<file path="config.mk">
export PLATFORM = sky130hd
export DESIGN_NAME = sdhs_ctrl
export DESIGN_NICKNAME = d
export VERILOG_FILES = /design/src/rtl/sdhs_pkg.sv /design/src/rtl/sdhs_ctrl.sv
export SDC_FILE = /design/constraint.sdc
export NUM_CORES = 1
export LEC_CHECK = 0
export BUFFER_PORTS_ARGS = -buffer_cell sky130_fd_sc_hd__buf_2
export CAP_MARGIN = 20
export CORE_ASPECT_RATIO = 0.7
export CORE_MARGIN = 8
export CORE_UTILIZATION = 35
export DETAILED_ROUTE_END_ITERATION = 16
export HOLD_SLACK_MARGIN = 0.15
export PLACE_DENSITY = 0.65
export SLEW_MARGIN = 10
export SYNTH_ARGS = -nofsm -noshare
export SYNTH_HDL_FRONTEND = slang
export SYNTH_SLANG_ARGS = --single-unit
export TNS_END_PERCENT = 1
</file>
<file path="constraint.sdc">
create_clock -name clock -period 2.1 [get_ports clock]
set_clock_uncertainty 0.2 [all_clocks]
set_input_delay 0.42 -clock clock [delete_from_list [all_inputs] [get_ports clock]]
set_output_delay 0.42 -clock clock [all_outputs]
set_load 0.01 [all_outputs]
</file>
<file path="src/rtl/sdhs_pkg.sv">
// Shared types and constants of the spring-damper heading smoother.
`default_nettype none

package sdhs_pkg;

   // Field and register widths
   localparam int HEADING_WIDTH   = 17;
   localparam int VELOCITY_WIDTH  = 24;
   localparam int CSR_DATA_WIDTH  = 16;
   localparam int CSR_INDEX_WIDTH = 2;

   // Angle constants in 1/256 degree units
   localparam logic [HEADING_WIDTH-1:0] FULL_TURN   = 17'd92160;
   localparam logic signed [17:0]       FULL_TURN_S = 18'sd92160;
   localparam logic signed [17:0]       HALF_TURN_S = 18'sd46080;

   // Velocity saturation limits
   localparam logic signed [VELOCITY_WIDTH-1:0] VEL_MAX = 24'sh7FFFFF;
   localparam logic signed [VELOCITY_WIDTH-1:0] VEL_MIN = 24'sh800000;

   // A full turn is 45 * 2^11: the position is wrapped by splitting off the low
   // 11 bits and reducing the rest modulo 45 through a reciprocal multiply.
   localparam logic [13:0]        WRAP_DIV    = 14'd45;
   localparam logic [13:0]        WRAP_RECIP  = 14'd11650;
   localparam logic signed [14:0] WRAP_OFFSET = 15'sd4140;

   // Register reset values
   localparam logic [CSR_DATA_WIDTH-1:0] SPRING_RESET  = 16'd15360;
   localparam logic [CSR_DATA_WIDTH-1:0] DAMPING_RESET = 16'd1536;
   localparam logic [CSR_DATA_WIDTH-1:0] STEP_RESET    = 16'd1092;

   // Configuration register indexes
   typedef enum logic [CSR_INDEX_WIDTH-1:0] {
      CSR_SPRING_PER_MASS  = 2'd0,
      CSR_DAMPING_PER_MASS = 2'd1,
      CSR_TIME_STEP        = 2'd2
   } csr_index_type;

   // Commands from the controller to the datapath, one per step
   typedef struct packed {
      logic load_target;
      logic calc_diff;
      logic mul_accel;
      logic sum_accel;
      logic mul_vel;
      logic calc_vstep;
      logic update_vel;
      logic mul_pos;
      logic sum_pos;
      logic wrap_split;
      logic wrap_quot;
      logic wrap_rem;
      logic load_out;
   } sdhs_cmd_type;

endpackage

`default_nettype wire

</file>
<file path="src/rtl/sdhs_ctrl.sv">
// Controller state machine that sequences one update tick through the datapath.
`default_nettype none

module sdhs_ctrl import sdhs_pkg::*; (
   input  logic         clock,
   input  logic         reset,
   input  logic         req_valid,
   output logic         req_ready,
   output logic         rsp_valid,
   input  logic         rsp_ready,
   output sdhs_cmd_type cmd
);

   typedef enum logic [12:0] {
      ST_IDLE   = 13'h0001,
      ST_DIFF   = 13'h0002,
      ST_MUL_A  = 13'h0004,
      ST_ACCEL  = 13'h0008,
      ST_MUL_B  = 13'h0010,
      ST_VSTEP  = 13'h0020,
      ST_VSAT   = 13'h0040,
      ST_MUL_P  = 13'h0080,
      ST_PSUM   = 13'h0100,
      ST_WRAP_Q = 13'h0200,
      ST_WRAP_M = 13'h0400,
      ST_WRAP_R = 13'h0800,
      ST_OUT    = 13'h1000
   } state_type;

   state_type state_ff, state_in;
   logic      rsp_valid_ff, rsp_valid_in;
   logic      accept;
   logic      out_free;

   assign req_ready = (state_ff == ST_IDLE);
   assign accept    = req_valid && req_ready;
   assign out_free  = !rsp_valid_ff || rsp_ready;
   assign rsp_valid = rsp_valid_ff;

   // Commands follow the current step
   always_comb begin
      cmd             = '0;
      cmd.load_target = accept;
      cmd.calc_diff   = (state_ff == ST_DIFF);
      cmd.mul_accel   = (state_ff == ST_MUL_A);
      cmd.sum_accel   = (state_ff == ST_ACCEL);
      cmd.mul_vel     = (state_ff == ST_MUL_B);
      cmd.calc_vstep  = (state_ff == ST_VSTEP);
      cmd.update_vel  = (state_ff == ST_VSAT);
      cmd.mul_pos     = (state_ff == ST_MUL_P);
      cmd.sum_pos     = (state_ff == ST_PSUM);
      cmd.wrap_split  = (state_ff == ST_WRAP_Q);
      cmd.wrap_quot   = (state_ff == ST_WRAP_M);
      cmd.wrap_rem    = (state_ff == ST_WRAP_R);
      cmd.load_out    = (state_ff == ST_OUT) && out_free;
   end

   // Next state: a fixed walk through the steps, holding at the end until the
   // output register is free.
   always_comb begin
      case (state_ff)
         ST_IDLE:   state_in = accept ? ST_DIFF : ST_IDLE;
         ST_DIFF:   state_in = ST_MUL_A;
         ST_MUL_A:  state_in = ST_ACCEL;
         ST_ACCEL:  state_in = ST_MUL_B;
         ST_MUL_B:  state_in = ST_VSTEP;
         ST_VSTEP:  state_in = ST_VSAT;
         ST_VSAT:   state_in = ST_MUL_P;
         ST_MUL_P:  state_in = ST_PSUM;
         ST_PSUM:   state_in = ST_WRAP_Q;
         ST_WRAP_Q: state_in = ST_WRAP_M;
         ST_WRAP_M: state_in = ST_WRAP_R;
         ST_WRAP_R: state_in = ST_OUT;
         ST_OUT:    state_in = out_free ? ST_IDLE : ST_OUT;
         default:   state_in = ST_IDLE;
      endcase
   end

   // Result valid is set on load and cleared by a transfer
   always_comb begin
      if (cmd.load_out) begin
         rsp_valid_in = 1'b1;
      end else if (rsp_ready) begin
         rsp_valid_in = 1'b0;
      end else begin
         rsp_valid_in = rsp_valid_ff;
      end
   end

   always_ff @(posedge clock) begin
      if (reset) begin
         state_ff     <= ST_IDLE;
         rsp_valid_ff <= 1'b0;
      end else begin
         state_ff     <= state_in;
         rsp_valid_ff <= rsp_valid_in;
      end
   end

endmodule

`default_nettype wire

</file>
==> metrics, run 1 <==
WS Path Type flip-flop to output pin; area grow syn2layout 36.9%; P per Cell Area 534 nW/um^2; Async SR Flop Fraction 0%; syn nets 94; Post-synth EDFFs 0; Final min period 2.65 ns; NetSw 0.151 mW; Area after DPL 1010 um^2; clk sinks 14; setup repair after global routing missed its margin true; reg2reg start state_ff[5]; Synth top area share 35.4%; DRT iter0 DRCs 48; delay-heaviest family, CP simple AND/OR/NAND/NOR gates; antenna violations before repair 0; R2R Path End state_ff[10]; Post-DRT Antenna Nets 0; leading area contributor after synthesis dfxtp_1; latest clock arrival within the worst-skew pair 0.28 ns; Critical Path Source state_ff[5]; clock share of power 34.1%; vias in the first global route 823; sequential power share 47.3%; die area 4060 um^2; Setup-failing EPs final 14; Worst path slowest cell or4_4; CP Capture Point cmd[3]; status complete, but fails checks; Critical Path Source Type flip-flop; Max Fanout on Critical Path 4; largest net degree at the start of global routing 15; maxcap violations 0; Worst EP required 1.48 ns; leakage power 0.473 nW; Final Cell Area 1080 um^2; top post-synthesis cells by area dfxtp_1 35%, nor2_1 6.6%, nor3_1 5.7%, nor4b_1 4.4%, nand2b_1 4.0%; worst vdd ir 407 uV; Final Total Pwr 0.578 mW; CTS tree yes; n_diodes 0; Starting Density 37.0%; Cell Rows 14; Vias 764; critical path depth 5; Port Buffers 18; Clock Path Buffers 2; Layout Nets 127; CP peak stage delay 0.52 ns; drt wl/cell 13.4 um; Die H 55.8 um; synthesized area 791 um^2; Slew HR 69.7%; hpwl dp 1560 um; YS warnings 0; Distinct cells, synth 32; R2R depth 4; fin. max-slew vios 0; main flop type after synthesis dfxtp_1; DRT Wirelength 2060 um; Mean Syn Cell Area 8.79 um^2; routed vias/inst 4.96; reg-to-reg slack, setup 0.15 ns; Arrival @ worst endpoint 2.03 ns; Max H-tree Level 1; failing checks setup timing; I/O pins 19; ratio of cells with drive above 1 in the final layout 40.2%; Cell Chain, Critical Path or4_4, nand2b_4, or4_4, nor2_4, buf_6; register area share after synthesis 35.4%; Gate power share 18.6%; total gr overflow 0; Core ar. 2140 um^2; Post-synth top cells 14 x dfxtp_1, 14 x nor2_1, 9 x nor3_1; Clock Tree Root clkbuf_4; total track usage 11.0%; Final Hold Fails 0; die width 72.8 um; Final GP Congestion 0.805; Cell Int Power 0.428 mW; residual DRC count 0; CTS buffer count 3; drt pass-1 iters 4; FMAX 377 MHz; period utilization 126%; gate count after technology mapping 90; register bit total from synthesis 14; most used cell, CP or4_4; Reg clk slew, reported paths 0.09 ns; HP Class input pin to flip-flop; switching share of power 26.1%; slew at the pin closest to its max-slew limit 0.448 ns; CP Buf/Inv Count 1; critical path endpoint category output pin; Setup Fix Bufs, Post-CTS 0; global-route wire length before repair 3590 um; Final WS setup -0.553 ns
==> final cells by class <==
type | instances | area, um^2
clock buffer | 4 | 36.3
multi-input combinational | 72 | 514
sequential | 14 | 282
inverter | 1 | 3.75
tap | 32 | 40.0
fill | 209 | 1050
timing repair buffer | 31 | 206
==> repair_timing <==
item	CTS	global route
endpoints found under the setup margin	14	14
hold buffers	0	0
pin swaps	3	0
resized for setup	5	2
==> routing by layer <==
metal | vias up | global-route usage [%] | part of all wire [%]
li1 | 393 | - | -
met1 | 350 | 12.8 | 50
met2 | 19 | 17.7 | 42
met3 | 2 | 5.22 | 7.8
met4 | 0 | 2.27 | 0.58
met5 | - | 0 | 0
==> per-stage QoR <==
stage / util, % / instances / setup slack (ns) / TNS (ns) / hold slack (ns)
after floorplan: - / 90 / -0.145 / -0.291 / 0.292
after global placement: 47.4 / 150 / -0.230 / -0.459 / 0.300
after detailed placement: 47.4 / 150 / -0.250 / -0.540 / 0.321
after CTS: 50.1 / 154 / -0.568 / -3.97 / 0.258
after global routing: 50.6 / 154 / -0.628 / -5.18 / 0.260
final: 50.6 / 154 / -0.553 / -3.93 / 0.267
==> cell families after synthesis <==
family                 synth area share (%)
AND/OR/NAND/NOR                        49.5
XOR/XNOR                               3.32
flip-flops                             35.4
AO/OA/AOI/OAI                          8.70
buffers and inverters                  3.00
==> cells in the final DEF (no fill, tap or decap), drive strengths merged, types with 3 or more instances in the layout <==
| master | n |
|---|---|
| nand2b | 6 |
| nor2 | 14 |
| nand3b | 3 |
| and3 | 3 |
| clkbuf | 4 |
| buf | 31 |
| dfxtp | 14 |
| nor3 | 11 |
| nor4b | 4 |
| xor2 | 3 |
| nor2b | 5 |
==> flip-flops by register name, indices dropped and copies added, names as in the netlist <==
| name | count |
|---|---|
| state_ff | 13 |
| rsp_valid | 1 |
==> worst register-to-register path: stages (launching register included) <==
cell      delay, ns
dfxtp_2        0.35
or4_4          0.52
nand2b_4       0.16
or4_4          0.49
nor3_2         0.17
==> worst min path at each step <==
stage                        to  slack, ns      start  depth (start not counted)
floorplan           state_ff[1]       0.29      reset                          1
global placement      rsp_valid       0.30  rsp_valid                          2
detailed placement    rsp_valid       0.32  rsp_valid                          2
CTS                   rsp_valid       0.26  rsp_ready                          3
global route          rsp_valid       0.26  rsp_ready                          3
finish                rsp_valid       0.27  rsp_ready                          3
==> power groups by stage <==
stage | logic, mW | clock network (mW) | registers, mW
floorplan | 0.0661 | 0 | 0.280
detailed placement | 0.104 | 0 | 0.280
CTS | 0.106 | 0.204 | 0.274
global route | 0.117 | 0.219 | 0.274
finish | 0.107 | 0.197 | 0.274
global placement | 0.103 | 0 | 0.279
Power figures use the tool's default switching activity.
==> run 2, diff against run 1 <==
- ABC_CLOCK_PERIOD_IN_PS: unset -> 2100
- BUFFER_PORTS_ARGS: -buffer_cell sky130_fd_sc_hd__buf_2 -> unset
- DONT_BUFFER_PORTS: unset -> 1
- PLACE_DENSITY: 0.65 -> 0.58
==> metrics, run 2 (synthesis results as in run 1) <==
status complete, but fails checks; failing checks setup timing; HP Class input pin to flip-flop; dpl ws -0.132 ns; delay-heaviest family, CP simple AND/OR/NAND/NOR gates; Cell Chain, Critical Path or4_4, nand2b_4, or4_4, nor2_4; Cell Rows 14; Post-DRT Antenna Nets 0; fin. max-slew vios 0; period utilization 119%; most frequent cells in the layout 16 x buf_4, 13 x dfxtp_1, 8 x nor3_1; I/O pins 19; area grow syn2layout 31.5%; CTS buffer count 3; DRT iter0 DRCs 20; Max Fanout on Critical Path 4; routed length on met2 828 um; most used cell, CP or4_4; ratio of cells with drive above 1 in the final layout 38.9%; WS Path Type flip-flop to output pin; Setup Fix Bufs, Post-CTS 0; hpwl dp 1500 um; Area after DPL 946 um^2; Worst EP required 1.48 ns; die width 72.8 um; Critical Path Source Type flip-flop; Vias 719; Final WS setup -0.400 ns; latest clock arrival within the worst-skew pair 0.27 ns; Reg clk slew, reported paths 0.08 ns; clk sinks 14; Final Total Pwr 0.539 mW; Biggest register state_ff; drt pass-1 iters 4; vias in the first global route 718; largest net degree at the start of global routing 15; residual DRC count 0; CP peak stage delay 0.51 ns; M1 WL 1020 um; Starting Density 37.0%; Clock Path Buffers 2; Clock Tree Root clkbuf_4; Max H-tree Level 1; max layer used met4; die area 4060 um^2; FMAX 400 MHz; P per Cell Area 518 nW/um^2; leakage power 0.390 nW; Port Buffers 0; worst vdd ir 235 uV; Setup-failing EPs final 14; drt wl/cell 14.3 um; setup repair after global routing missed its margin true; total track usage 10.5%; Final GP Congestion 0.787; CTS tree yes; maxcap violations 0; Final min period 2.50 ns; n_diodes 0; total gr overflow 0; global-route wire length before repair 3430 um; critical path endpoint category output pin; Final Cell Area 1040 um^2; Hold WS 0.200 ns; Final Hold Fails 0; max reg flops 13; Worst path slowest cell or4_4; Core ar. 2140 um^2; Slew HR 59.2%; routed vias/inst 5.14; CP Buf/Inv Count 0; antenna violations before repair 0; slew at the pin closest to its max-slew limit 0.611 ns; DRT Wirelength 2000 um; Arrival @ worst endpoint 1.88 ns; Die H 55.8 um; most common cell after layout, fill and taps aside buf_4; Layout Nets 114; routed wl met3 138 um
-- run 2: cell count changes in the layout (fill, tap and decap cells not counted), sizes merged --
cell         change
buf             -15
dlygate4sd3      +2
clkbuf           -1
-- run 2: layout make-up --
type                            count  area [um^2]
Clock buffer                        3         22.5
Fill cell                         211         1100
Inverter                            1         3.75
Multi-Input combinational cell     72          552
Sequential cell                    14          282
Tap cell                           32         40.0
Timing Repair Buffer               18          140
-- run 2: worst paths after layout --
| kind | start | endpoint | slack (ns) | depth (start not counted) |
|---|---|---|---|---|
| min | rsp_ready | rsp_valid | 0.20 | 2 |
| min reg2reg | rsp_valid | rsp_valid | 0.42 | 2 |
| max reg2reg | state_ff[5] | state_ff[10] | 0.05 | 5 |
| max | state_ff[5] | cmd[2] | -0.40 | 4 |
-- run 2: layer usage --
layer | vias to the layer above | track usage (%)
li1 | 369 | -
met1 | 332 | 14.2
met2 | 16 | 14.2
met3 | 2 | 5.04
met4 | 0 | 2.84
met5 | - | 0
-- run 2: report_power, final --
group          total (mW)  switching (mW)  internal [mW]
clock               0.148          0.0814         0.0663
sequential          0.274         0.00408          0.270
combinational       0.117          0.0596         0.0576
-- run 2: stage by stage --
stage / cells / utilization [%] / setup TNS, ns
3_5_place_dp: 135 / 44.3 / -0.258
5_1_grt: 140 / 48.7 / -3.82
3_3_place_gp: 135 / 44.3 / -0.248
6_report: 140 / 48.7 / -2.68
4_1_cts: 140 / 48.4 / -2.91
2_1_floorplan: 90 / - / -0.291
-- run 2: repair_timing --
action	CTS	global route
gates resized for setup	15	1
endpoints found under the hold margin	14	0
pin swaps	8	0
endpoints found under the setup margin	14	16
hold buffers	2	0
cloned	0	0
==> run 3, diff against run 2 <==
- CORE_MARGIN: 8 -> 2
==> metrics, run 3 (synthesis results as in run 1) <==
slew at the pin closest to its max-slew limit 0.572 ns; Final min period 2.54 ns; max reg flops 13; most used cell, CP or4_4; Post-DRT Antenna Nets 0; residual DRC count 0; Reg clk slew, reported paths 0.09 ns; Final WS setup -0.443 ns; setup repair after global routing missed its margin true; Final Hold Fails 0; routed vias/inst 5.19; TNS Setup -2.93 ns; Register Area 282 um^2; antenna violations before repair 0; die area 2660 um^2; critical path depth 4; vias in the first global route 678; CP Buf/Inv Count 0; total gr overflow 0; Final GP Congestion 0.814; Critical Path Source Type flip-flop; Worst EP required 1.48 ns; DRT iter0 DRCs 22; CTS tree yes; largest net degree at the start of global routing 15; I/O pins 19; reg-to-reg slack, setup 0.05 ns; drt wl/cell 13.7 um; clk sinks 14; Cell Rows 14; ratio of cells with drive above 1 in the final layout 38.9%; Setup Fix Bufs, Post-CTS 0; Setup-failing EPs final 14; Max Fanout on Critical Path 4; die width 60.8 um; latest clock arrival within the worst-skew pair 0.29 ns; n_diodes 0; DRT Wirelength 1920 um; P per Cell Area 564 nW/um^2; Arrival @ worst endpoint 1.92 ns; status complete, but fails checks; most frequent cells in the layout 16 x buf_4, 13 x dfxtp_1, 9 x nor3_1; area grow syn2layout 31.3%; worst vdd ir 297 uV; global-route wire length before repair 3080 um; Fillers 218; Starting Density 37.0%; total track usage 16.4%; critical path endpoint category output pin; Port Buffers 0; WS Path Type flip-flop to output pin; CP peak stage delay 0.52 ns; FMAX 393 MHz; Core ar. 2140 um^2; leakage power 0.393 nW; Cell Chain, Critical Path or4_4, nand2b_4, or4_4, nor2_4; Die H 43.8 um; area taken by multi-input logic gates 547 um^2; Clock Tree Root clkbuf_4; delay-heaviest family, CP simple AND/OR/NAND/NOR gates; Slew HR 61.7%; CTS buffer count 3; Clock Path Buffers 2; Max H-tree Level 1; Hold Crit Depth 3; period utilization 121%; hpwl dp 1430 um; most common cell after layout, fill and taps aside buf_4; dpl ws -0.139 ns; HP Class input pin to flip-flop; Vias 726; R2R depth 5; drt pass-1 iters 4; fin. max-slew vios 0; Worst path slowest cell or4_4; Biggest register state_ff; Layout Nets 113; maxcap violations 0; failing checks setup timing
[run 3: cell types whose count changed in the layout (fill, tap and decap cells not counted)]
cell	delta
nor3_1	+1
clkbuf_8	+1
dlygate4sd3_1	-1
nor3_2	-1
[run 3: worst min-delay path, stage by stage]
cell and delay (ns):
inv_1 0.05, a221oi_1 0.06, o21ai_0 0.07
[run 3: worst paths after layout]
| path | start | end |
|---|---|---|
| setup reg to reg | state_ff[5] | state_ff[11] |
| hold reg to reg | rsp_valid | rsp_valid |
| setup / recovery | state_ff[5] | cmd[2] |
| hold / removal | req_valid | state_ff[0] |
[run 3: repair_timing]
action,4_1_cts,5_1_grt
gates resized for setup,14,0
setup endpoints to repair,14,15
hold buffers,1,0
hold endpoints to repair,14,0
pin swaps,5,0
[run 3: layer usage]
layer	wire, um	up-vias	part of all wire, %	GRT usage [%]
li1	-	365	-	-
met1	953	340	50	22.4
met2	845	17	44	23.4
met3	95	4	4.9	5.67
met4	29	0	1.5	6.52
met5	0	-	0	0
[run 3: metrics by stage]
| stage | cell area (um^2) | power [mW] | hold slack [ns] | utilization, % | std cells |
|---|---|---|---|---|---|
| after floorplan | 806 | 0.346 | 0.292 | - | 90 |
| after global placement | 946 | 0.379 | 0.292 | 44.3 | 135 |
| after detailed placement | 946 | 0.380 | 0.295 | 44.3 | 135 |
| after CTS | 1040 | 0.592 | 0.154 | 48.6 | 140 |
| after global routing | 1040 | 0.613 | 0.173 | 48.6 | 140 |
| final | 1040 | 0.585 | 0.154 | 48.6 | 140 |
[run 3: where the power goes]
part	total (mW)	switching (mW)	internal, mW	leakage, nW
logic	0.115	0.0589	0.0560	0.258
clock network	0.197	0.0915	0.106	0.0210
registers	0.273	0.00372	0.270	0.114
total	0.585	0.154	0.431	0.393
[run 3: cell type report]
type / count / area share (%)
Clock buffer: 4 / 3.49
Inverter: 1 / 0.361
Multi-Input combinational cell: 72 / 52.7
Sequential cell: 14 / 27.1
Tap cell: 32 / 3.86
Timing Repair Buffer: 17 / 12.5
